$ cat config.mk
export PLATFORM = sky130hd
export DESIGN_NAME = pooled_indexed_list
export DESIGN_NICKNAME = d
export VERILOG_FILES = /design/src/hdl/pil_pkg.sv /design/src/hdl/pooled_indexed_list.sv
export SDC_FILE = /design/constraint.sdc
export NUM_CORES = 1
export LEC_CHECK = 0
export BUFFER_PORTS_ARGS = -buffer_cell sky130_fd_sc_hd__buf_2
export CORE_MARGIN = 4
export CORE_UTILIZATION = 39
export CTS_CLUSTER_SIZE = 16
export DETAILED_ROUTE_END_ITERATION = 7
export GPL_ROUTABILITY_DRIVEN = 1
export SLEW_MARGIN = 0
export SYNTH_ARGS = -nofsm -noshare
export SYNTH_HDL_FRONTEND = slang
export SYNTH_SLANG_ARGS = --single-unit
export TNS_END_PERCENT = 10
$ cat constraint.sdc
create_clock -name clk -period 6 [get_ports clk]
set_input_delay 1.2 -clock clk [delete_from_list [all_inputs] [get_ports clk]]
set_output_delay 1.2 -clock clk [all_outputs]
set_load 0.005 [all_outputs]
$ cat src/hdl/pil_pkg.sv
// Package with sizes, mode codes and status codes of the pooled indexed list.
package pil_pkg;

  localparam int CAPACITY  = 16;
  localparam int WORD_BITS = 32;
  localparam int SLOT_W    = $clog2(CAPACITY);
  localparam int LEN_W     = $clog2(CAPACITY + 1);

  localparam logic [2:0] MODE_INSERT = 3'd0;
  localparam logic [2:0] MODE_READ   = 3'd1;
  localparam logic [2:0] MODE_DELETE = 3'd2;
  localparam logic [2:0] MODE_PEEK   = 3'd3;
  localparam logic [2:0] MODE_RESET  = 3'd4;
  localparam logic [2:0] MODE_DROP   = 3'd5;

  localparam logic [1:0] STAT_OK     = 2'd0;
  localparam logic [1:0] STAT_BADPOS = 2'd1;
  localparam logic [1:0] STAT_FULL   = 2'd2;
  localparam logic [1:0] STAT_EMPTY  = 2'd3;

  typedef logic [SLOT_W-1:0] slot_t;
  typedef logic [LEN_W-1:0]  len_t;

endpackage

$ cat src/hdl/pooled_indexed_list.sv
// Top level of the pooled indexed list: linked nodes in a fixed slot pool.
//
// An item (mode, position, item_word) is taken at a rising edge where start
// is high and busy is low. Every item gives exactly one result: status,
// read_word and count are valid during the single cycle in which done is
// high. The receiver cannot stall; it must take the result in that cycle.
// Node words and links sit in two synchronous-read memories; positional
// operations walk the links one slot per cycle.
// Steps from the accepting edge to the result cycle:
//   errors, cursor reset and unused modes: answered from the idle state,
//   peek: a read of the word and link at the cursor,
//   insert: walk to position, write node, link predecessor unless at zero,
//   read and delete: walk to position, then read or unlink the node,
//   drop peeked items: walk over the peeked items, freeing each slot.
// busy is high from acceptance until the result cycle; a new item may be
// started in the result cycle itself.
// A synchronous reset empties the list at once; the memories are not
// cleared, since no entry is read before it is written.
module pooled_indexed_list
  import pil_pkg::*;
(
  input  logic        clk,
  input  logic        rst,
  input  logic        start,
  input  logic [2:0]  mode,
  input  logic [4:0]  position,
  input  logic [31:0] item_word,
  output logic        busy,
  output logic        done,
  output logic [1:0]  status,
  output logic [31:0] read_word,
  output logic [4:0]  count
);

  localparam logic [2:0] ST_IDLE   = 3'd0;
  localparam logic [2:0] ST_WSTART = 3'd1;
  localparam logic [2:0] ST_WALK   = 3'd2;
  localparam logic [2:0] ST_OPER   = 3'd3;
  localparam logic [2:0] ST_INS2   = 3'd4;
  localparam logic [2:0] ST_DEL2   = 3'd5;
  localparam logic [2:0] ST_RDW    = 3'd6;
  localparam logic [2:0] ST_PEEK2  = 3'd7;

  logic [WORD_BITS-1:0] words [CAPACITY];
  slot_t                links [CAPACITY];

  logic [2:0]           state;
  logic [CAPACITY-1:0]  slot_busy;
  slot_t                head;
  slot_t                cursor;
  len_t                 peeked;
  len_t                 length;

  logic [2:0]           mode_q;
  logic [4:0]           pos_q;
  logic [WORD_BITS-1:0] word_q;
  slot_t                cur;
  slot_t                prev;
  slot_t                free_slot;
  len_t                 rem;
  len_t                 drop_n;

  logic [WORD_BITS-1:0] word_rd;
  slot_t                link_rd;
  slot_t                word_addr;
  slot_t                link_addr;
  logic                 word_we;
  logic                 link_we;
  slot_t                link_waddr;
  slot_t                link_wdata;

  slot_t                free_idx;
  logic                 pool_full;
  len_t                 pos_len;

  assign busy    = (state != ST_IDLE);
  assign count   = 5'(length);
  assign pos_len = LEN_W'(position);

  always_comb begin
    free_idx  = '0;
    pool_full = &slot_busy;
    for (int i = CAPACITY - 1; i >= 0; i--) begin
      if (!slot_busy[i]) free_idx = SLOT_W'(i);
    end
  end

  always_comb begin
    link_addr   = cursor;
    word_addr   = cursor;
    word_we     = 1'b0;
    link_we     = 1'b0;
    link_waddr  = free_slot;
    link_wdata  = '0;
    case (state)
      ST_WSTART: link_addr = cur;
      ST_WALK: link_addr = link_rd;
      ST_OPER: begin
        link_addr = cur;
        word_addr = cur;
        if (mode_q == MODE_INSERT) begin
          word_we    = 1'b1;
          link_we    = 1'b1;
          link_waddr = free_slot;
          link_wdata = (LEN_W'(pos_q) == length) ? slot_t'(0) : cur;
        end
      end
      ST_INS2: begin
        link_we    = 1'b1;
        link_waddr = prev;
        link_wdata = free_slot;
      end
      ST_DEL2: begin
        link_we    = (pos_q != 5'd0);
        link_waddr = prev;
        link_wdata = link_rd;
      end
      default: ;
    endcase
  end

  always_ff @(posedge clk) begin
    if (word_we) words[free_slot] <= word_q;
    word_rd <= words[word_addr];
  end

  always_ff @(posedge clk) begin
    if (link_we) links[link_waddr] <= link_wdata;
    link_rd <= links[link_addr];
  end

  always_ff @(posedge clk) begin
    if (rst) begin
      state     <= ST_IDLE;
      done      <= 1'b0;
      slot_busy <= '0;
      head      <= '0;
      cursor    <= '0;
      peeked    <= '0;
      length    <= '0;
    end else begin
      done <= 1'b0;
      case (state)
        ST_IDLE: begin
          if (start) begin
            mode_q    <= mode;
            pos_q     <= position;
            word_q    <= item_word[WORD_BITS-1:0];
            cur       <= head;
            free_slot <= free_idx;
            rem       <= pos_len;
            status    <= STAT_OK;
            read_word <= '0;
            case (mode)
              MODE_INSERT: begin
                if (pos_len > length || position > 5'(CAPACITY)) begin
                  status <= STAT_BADPOS;
                  done   <= 1'b1;
                end else if (pool_full) begin
                  status <= STAT_FULL;
                  done   <= 1'b1;
                end else begin
                  state <= ST_WSTART;
                end
              end
              MODE_READ, MODE_DELETE: begin
                if (pos_len >= length || position >= 5'(CAPACITY)) begin
                  status <= STAT_BADPOS;
                  done   <= 1'b1;
                end else begin
                  state <= ST_WSTART;
                end
              end
              MODE_PEEK: begin
                if (peeked >= length) begin
                  status <= STAT_EMPTY;
                  done   <= 1'b1;
                end else begin
                  state <= ST_PEEK2;
                end
              end
              MODE_RESET: begin
                cursor <= head;
                peeked <= '0;
                done   <= 1'b1;
              end
              MODE_DROP: begin
                rem    <= (peeked < length) ? peeked : length;
                drop_n <= (peeked < length) ? peeked : length;
                state  <= ST_WSTART;
              end
              default: done <= 1'b1;
            endcase
          end
        end
        ST_WSTART: begin
          state <= (rem == '0) ? ST_OPER : ST_WALK;
        end
        ST_WALK: begin
          prev <= cur;
          cur  <= link_rd;
          rem  <= rem - len_t'(1);
          if (mode_q == MODE_DROP) slot_busy[cur] <= 1'b0;
          if (rem == len_t'(1)) state <= ST_OPER;
        end
        ST_OPER: begin
          case (mode_q)
            MODE_INSERT: begin
              slot_busy[free_slot] <= 1'b1;
              length <= length + len_t'(1);
              peeked <= '0;
              if (pos_q == 5'd0) begin
                head   <= free_slot;
                cursor <= free_slot;
                done   <= 1'b1;
                state  <= ST_IDLE;
              end else begin
                state <= ST_INS2;
              end
            end
            MODE_READ: state <= ST_RDW;
            MODE_DELETE: state <= ST_DEL2;
            MODE_DROP: begin
              length <= length - drop_n;
              head   <= cursor;
              peeked <= '0;
              done   <= 1'b1;
              state  <= ST_IDLE;
            end
            default: begin
              done  <= 1'b1;
              state <= ST_IDLE;
            end
          endcase
        end
        ST_INS2: begin
          cursor <= head;
          done   <= 1'b1;
          state  <= ST_IDLE;
        end
        ST_DEL2: begin
          slot_busy[cur] <= 1'b0;
          length <= length - len_t'(1);
          peeked <= '0;
          if (pos_q == 5'd0) begin
            head   <= link_rd;
            cursor <= link_rd;
          end else begin
            cursor <= head;
          end
          done  <= 1'b1;
          state <= ST_IDLE;
        end
        ST_RDW: begin
          read_word <= 32'(word_rd);
          done      <= 1'b1;
          state     <= ST_IDLE;
        end
        ST_PEEK2: begin
          read_word <= 32'(word_rd);
          cursor    <= link_rd;
          peeked    <= peeked + len_t'(1);
          done      <= 1'b1;
          state     <= ST_IDLE;
        end
        default: state <= ST_IDLE;
      endcase
    end
  end

endmodule

After elaboration in Yosys (flattened, before gate mapping)
Memory sizes are Yosys's and may differ from the RTL's. A register that Yosys moved wholly into a read port is not among the register bits. Cells that the tools add are included.

Bits in registers: 134. Output and inout port bits: 41. Memory bits (writable): 576. Input port bits: 43. Memories kept: 2.

Reductions and logical operators: 39. Bitwise operators: 4. Order comparisons: 10. Add/subtract/negate cells: 5. Multiplexer cells: 82. Equality and inequality tests: 31.

Memory list: words (words 16, width 32, rd ports 1, clocked after memory_dff 1, wr ports 1, RTL line pooled_indexed_list.sv:44) `logic [WORD_BITS-1:0] words [CAPACITY];`; links (words 16, width 4, rd ports 1, clocked after memory_dff 1, wr ports 1, RTL line pooled_indexed_list.sv:45) `slot_t links [CAPACITY];`.

Operator list (number): $mux 4 (18); $pmux 32 s2 (1); $pmux 16 s3 (1); $mux 3 (11); $mux 16 (2); $mux 32 (1); $pmux 4 s2 (4); $mux 5 (6); $pmux 5 s2 (3); $eq 3x3->1 const B (7); $pmux 4 s5 (1); $pmux 5 s4 (1); $ne 3x3->1 const B (6); $mux 1 (17); $and 16x16->16 (1); $not 16->16 (1); $or 16x16->16 (1); $reduce_and 16->1 (1); $eq 3x2->1 const B (5); $pmux 3 s5 (1); $reduce_and 3->1 (5); $ne 2x2->1 const B (6); $pmux 3 s4 (1); $pmux 4 s3 (1); other kinds (38) (69).

Depth between registers and ports, before layout
Gate-level depths: netlist (run 1).

Depth after elaboration: 15. Depth in mapped cells: 13. Depth with buffers taken out: 11.

Worst setup path before layout (run 1)
No wires, ideal clock.

Path kind: input to register. Start: in rst. End: reg read_word[0] (enable). Data required time: 5534 ps. Arrival time: 3691 ps. Path buffers: 1. Stages: 2. Path slack: 1844 ps. Path through: clkbuf_1 > o21ai_0.

Longest elaborated chain between the ends: 2.

RTL lines: start: declaration (RTL line pooled_indexed_list.sv:23) `input logic rst,`; $not 1->1 (no source line); $reduce_and 3->1 (no source line); end signal: assignment (RTL line pooled_indexed_list.sv:255) `read_word <= 32'(word_rd);`; end signal: assignment (RTL line pooled_indexed_list.sv:260) `read_word <= 32'(word_rd);`; end: declaration (RTL line pooled_indexed_list.sv:31) `output logic [31:0] read_word,`.

No other way between the ends. A chain may end at the register's enable or synchronous reset.

Worst setup path after layout (run 1)
Start: reg state[0]. End: mem words[11][29] (enable).

Longest elaborated chain between the ends: 4.

RTL lines: start: declaration (RTL line pooled_indexed_list.sv:47) `logic [2:0] state;`; start signal: assignment (RTL line pooled_indexed_list.sv:197) `state <= (rem == '0) ? ST_OPER : ST_WALK;`; $eq 3x2->1 (RTL line pooled_indexed_list.sv:95) `case (state)`; $mux 1 (RTL line pooled_indexed_list.sv:95); $mux 1 (RTL line pooled_indexed_list.sv:123) `if (word_we) words[free_slot] <= word_q;`; $mux 1 (not written as such) (RTL line pooled_indexed_list.sv:123); end: declaration (RTL line pooled_indexed_list.sv:44).

No other way between the ends.

==> flow_summary.toml, run 1 <==
[outcome]
status = "finished, final reports clean"

[clocking]
htree_levels = 3
cts_resized = 0
cts_buffer_depth = 3
cts_setup_buffers = 0
insertion_delay_ns = 0.62
cts_sinks = 746
root_buffer = "clkbuf_16"
cts_inserted_buffers = 77
hold_buffers = 0
clk_pin_slew_ns = 0.06
cts_tree = "yes"

[floorplan]
coreArea_um2 = 73100
io_pins = 84
fp.dieW_um = 280
dieArea_um2 = 78300
rows = 99
floorplan.initialDensity_pct = 39.5
dieHeight_um = 280

[sta]
slew_violations = 0
maxSlewHeadroom_pct = 15.5
fin_tns_setup_ns = 0
tightest_slew_ns = 1.26
hold_viol = 0
rsz0062_at_grt = "no"
fin_crit_ns = 3.66
setup_viol = 0
max_freq_mhz = 273
clock_skew_ns = 0.0189
period_share_pct = 60.9

[yosys]
synth-main-ff-cell = "edfxtp_1"
synthesis.nets = 1594
synth_area_per_cell_um2 = 18.8
async_flop_share_pct = 0
synth-seq-cells = 746
yosys.area.top_type = "edfxtp_1"
synth.distinct_cells = 64
netlist_instances = 1532
yosysTopAreaCellShare_pct = 70.0
synthTopCellsByArea = "edfxtp_1 70%, mux4_2 11%, dfxtp_1 5.1%"
synth_edf_count = 672
ys.warnings.count = 0
ys_seq_area_share_pct = 75.1
syn_area_um2 = 28800

[worst_setup_path]
cp.required_ns = 6.31
crit_path_start_kind = "flop"
cp-end-kind = "flop"
crit_type = "reg -> reg"
worstPathMaxFanout = 21
worstPathArrival_ns = 3.97

[power]
power.density_nw_per_um2 = 340
ir_drop_v = 0.000193
p_leak_nw = 10.9

[finish]
fin_nets = 1721
syn2layout_area_growth_pct = 15.0
stdcell_count = 2684
drive_gt1_share_pct = 24.0
regArea_um2 = 21700
final_cell_mix = "672 x edfxtp_1, 140 x mux4_2, 83 x buf_2"
layout_commonest_cell = "edfxtp_1"
multi_input_area_um2 = 6960
fillers = 6182

[placed_design]
place_inst = 2539
place_congestion = 0.832
portBuffers = 83
dp_hpwl_mm = 37.3

[drt]
vias = 14900
ant_nets = 0
viasPerCell = 5.54
drc = 0
wire_per_inst_um = 24.8
drt-total-wl_mm = 66.6
dr.pass1.iters = 5
drt_iter0_markers = 1442

[global_route]
grt_usage_pct = 16.9
antenna_found_initial = 1
grt_overflow_total = 0
grt_pass1_vias = 15300
grt_pass1_wl_mm = 99.2
grt_max_degree = 109

[job]
maxCapViolCount = 0

[hold_path]
hold_path.class = "reg -> reg"
## per-layer routing
layer / share of wire, % / vias up / global-route usage (%)
li1: - / 6471 / -
met2: 48 / 493 / 27.5
met3: 5.8 / 89 / 3.10
met5: 0 / - / 0
met4: 1.8 / 0 / 4.05
met1: 44 / 7806 / 24.0
## cells by family (layout without fill, tap and decap cells)
logic type / after synthesis / after routing / synth area share, %
AOI/OAI and AO/OA: 189 / 189 / 4.57
buffers and inverters: 93 / 284 / 1.35
xor gates and xnor gates: 17 / 17 / 0.516
and+or+nand+nor: 275 / 275 / 4.55
adders and majority gates: 19 / 19 / 0.850
muxes: 193 / 193 / 13.0
DFF: 746 / 746 / 75.1
other: 0 / 2 / 0
## critical path, stage by stage (launching register included)
cell	delay (ns)
dfxtp_1	0.86
nand3b_4	0.37
nor4_1	0.52
nand3_1	0.41
nor2_4	0.87
buf_4	0.31
## state kept, by name (all words and copies together) (netlist names), 5 cells and up
| signal | cells |
|---|---|
| word_q | 32 |
| links | 64 |
| count | 5 |
| word_rd | 32 |
| words | 512 |
| rem | 5 |
| read_word | 32 |
| peeked | 5 |
| slot_busy | 16 |
| pos_q | 5 |
| drop_n | 5 |
## path summary, 6_finish.rpt
kind | start | endpoint | slack, ns | cells after the start
setup / recovery | state[0] | words[11][29] | 2.34 | 5
hold reg to reg | slot_busy[8] | slot_busy[8] | 0.52 | 2
hold / removal | slot_busy[8] | slot_busy[8] | 0.52 | 2
setup reg to reg | state[0] | words[11][29] | 2.34 | 5
## stage by stage
step / power (mW) / setup WS, ns / instance area, um^2 / util (%) / hold slack [ns]
after floorplan: 6.38 / 1.84 / 28800 / - / 0.488
after global placement: 6.63 / 2.40 / 30600 / 41.9 / 0.508
after detailed placement: 6.65 / 2.36 / 30600 / 41.9 / 0.513
after CTS: 11.4 / 2.35 / 33100 / 45.3 / 0.520
after global routing: 11.7 / 2.10 / 33100 / 45.3 / 0.548
final: 11.3 / 2.34 / 33100 / 45.4 / 0.517
## Yosys cell counts (all sizes together) (2+ instances only)
cell type    n
o31ai        2
mux2        11
nor2b        5
and2         4
a31oi        8
nand3        9
a21oi       19
nor3        15
nand2b       3
mux2i       38
clkbuf      43
nand4        6
ha          18
or3          2
buf         27
edfxtp     672
o21ai       37
o211ai       3
dfxtp       74
o41ai        2
a22oi       73
o221ai       3
a211oi      21
xnor2        9
and3        35
nor3b        9
nor2        92
nand2       81
mux4       144
o31a         2
nand3b       7
xor2         8
inv         23
a21o         5
o21a         3
a21boi       3
## power by group
group          total (mW)  switching (mW)  internal [mW]
Combinational       0.572           0.355          0.217
Clock                4.74            1.96           2.78
Sequential           5.96           0.159           5.80
Total                11.3            2.47           8.80
## layout make-up
| class | instances | area share, % |
|---|---|---|
| multi-input combinational | 693 | 21.0 |
| clock inverter | 34 | 1.14 |
| sequential | 746 | 65.4 |
| tap | 959 | 3.62 |
| clock buffer | 109 | 6.48 |
| timing repair buffer | 118 | 2.12 |
| inverter | 23 | 0.260 |
| antenna | 2 | 0.0151 |
Power figures use the tool's default switching activity.
==> run 2: changes to the inputs <==
clock period = 3.2 ns   (was 6 ns; I/O delays follow)
==> run 2 against run 1 <==
Effect of this change:
- die area unchanged
- non-clock buffer count increased by 33
- design area increased by 2.1%
- register-to-register slack got worse by 1.9 ns
- clock skew increased by 0.021 ns
- critical endpoint is now state[2]
- via count increased by 0.96%
- sequential power increased by 88%
- critical path type unchanged
- core utilization increased by 0.94 points
==> flow_summary.toml, run 2 (synthesis gave the netlist of run 1 again) <==
[finish]
multi_input_area_um2 = 6960
fin_nets = 1756
reg_top3 = "words: 512 flops, links: 64 flops"
regMostFlops = "words"
design_area_um2 = 33800
final_cell_mix = "672 x edfxtp_1, 140 x mux4_2, 83 x buf_2"
stdcell_count = 2717
diodes = 0
drive_gt1_share_pct = 25.9
layout_commonest_cell = "edfxtp_1"
post-route-util_pct = 46.3
syn2layout_area_growth_pct = 17.3
largest_reg_flops = 512
fillers = 6142
regArea_um2 = 21700

[worst_setup_path]
slowest_delay_ns = 0.49
worstPathArrival_ns = 3.28
cp_slowest_cell = "dfxtp_1"
cp_num_cells = 8
cp-startpoint = "count[1]"
r2r_cells = 8
rr_endpoint = "state[2]"
cp-end-kind = "flop"
reg2reg_slack_ns = 0.42
cp.required_ns = 3.70
rr_startpoint = "count[1]"
critPathBufInv = 1
crit_type = "reg -> reg"
crit_path_start_kind = "flop"
cp_top_family = "simple AND/OR/NAND/NOR gates"
worstPathMaxFanout = 6
path_cells = "inv_1 > ha_1 > and4_1 > and2_1 > o41ai_1 > nand3_1 > or3_1 > o21ai_0"
crit_end = "state[2]"

[global_route]
grt_usage_pct = 17.0
grt_pass1_wl_mm = 99.8
antenna_found_initial = 2
grt_pass1_vias = 15500
grt_max_degree = 77
grt_overflow_total = 0

[clocking]
cts_tree = "yes"
cts_buffer_depth = 3
hold_buffers = 0
insertion_delay_ns = 0.63
cts_resized = 0
htree_levels = 3
cts_inserted_buffers = 79
cts_setup_buffers = 0
cts_sinks = 746
root_buffer = "clkbuf_16"
clk_pin_slew_ns = 0.06

[power]
ir_drop_v = 0.000383
p_leak_nw = 11.3
power.density_nw_per_um2 = 639

[sta]
tightest_slew_ns = 0.799
maxSlewHeadroom_pct = 46.7
fin_crit_ns = 2.78
hold_viol = 0
slew_violations = 0
setup_viol = 0
rsz0062_at_grt = "no"
period_share_pct = 86.9
whs_ns = 0.181
clock_skew_ns = 0.0404
max_freq_mhz = 360

[floorplan]
dieHeight_um = 280
dieArea_um2 = 78300
floorplan.initialDensity_pct = 39.5
coreArea_um2 = 73100
rows = 99
io_pins = 84
fp.dieW_um = 280

[drt]
ant_nets = 0
vias = 15000
drt-total-wl_mm = 66.5
dr.pass1.iters = 6
viasPerCell = 5.52
drc = 0
wire_per_inst_um = 24.5
drt_iter0_markers = 1382

[hold_path]
hold_path.class = "in -> reg"

[placed_design]
place_congestion = 0.850
placed_cell_area_um2 = 31100
dp_hpwl_mm = 38.1
portBuffers = 83
place_inst = 2572

[job]
maxCapViolCount = 0

[outcome]
status = "finished, final reports clean"
## run 2: per-layer routing
metal | GRT usage, % | wire, um | part of all wire, % | up-vias
met3 | 3.00 | 4190 | 6.3 | 98
met4 | 4.61 | 1280 | 1.9 | 0
li1 | - | - | - | 6543
met1 | 24.1 | 29200 | 44 | 7877
met5 | 0 | 0 | 0 | -
met2 | 27.6 | 31900 | 48 | 484
## run 2: power breakdown
group          internal (mW)  switching [mW]  total (mW)  leakage [nW]
sequential              10.9           0.287        11.2          6.62
clock                   5.52            3.82        9.34          1.29
combinational          0.445           0.675        1.12          3.34
## run 2: worst min path at each step
stage,startpoint,to,cells after the start
finish,item_word[19],word_q[19],1
global route,item_word[17],word_q[17],1
CTS,item_word[19],word_q[19],1
detailed placement,slot_busy[11],slot_busy[11],2
global placement,slot_busy[8],slot_busy[8],2
floorplan,slot_busy[10],slot_busy[10],2
## run 2: area by class of cell
type / instances / share of cell area, %
clock buffers: 97 / 6.16
clock inverters: 48 / 1.78
inverters: 23 / 0.255
repair buffers: 151 / 3.66
multi-input cells: 693 / 20.6
well taps: 959 / 3.55
flip-flops and latches: 746 / 64.0
## run 2: worst reg2reg max path, cell delays in order, from the launching register on
cell     delay (ns)
dfxtp_1        0.49
inv_1          0.18
ha_1           0.30
and4_1         0.22
and2_1         0.18
o41ai_1        0.39
nand3_1        0.22
or3_1          0.43
o21ai_0        0.26
## run 2: per-stage QoR
step,TNS (ns),total power [mW],worst slack [ns]
finish,0,21.6,0.420
global route,0,22.4,0.255
CTS,0,21.8,0.448
detailed placement,0,12.5,0.425
global placement,0,12.5,0.468
floorplan,-89.43,12.0,-0.802
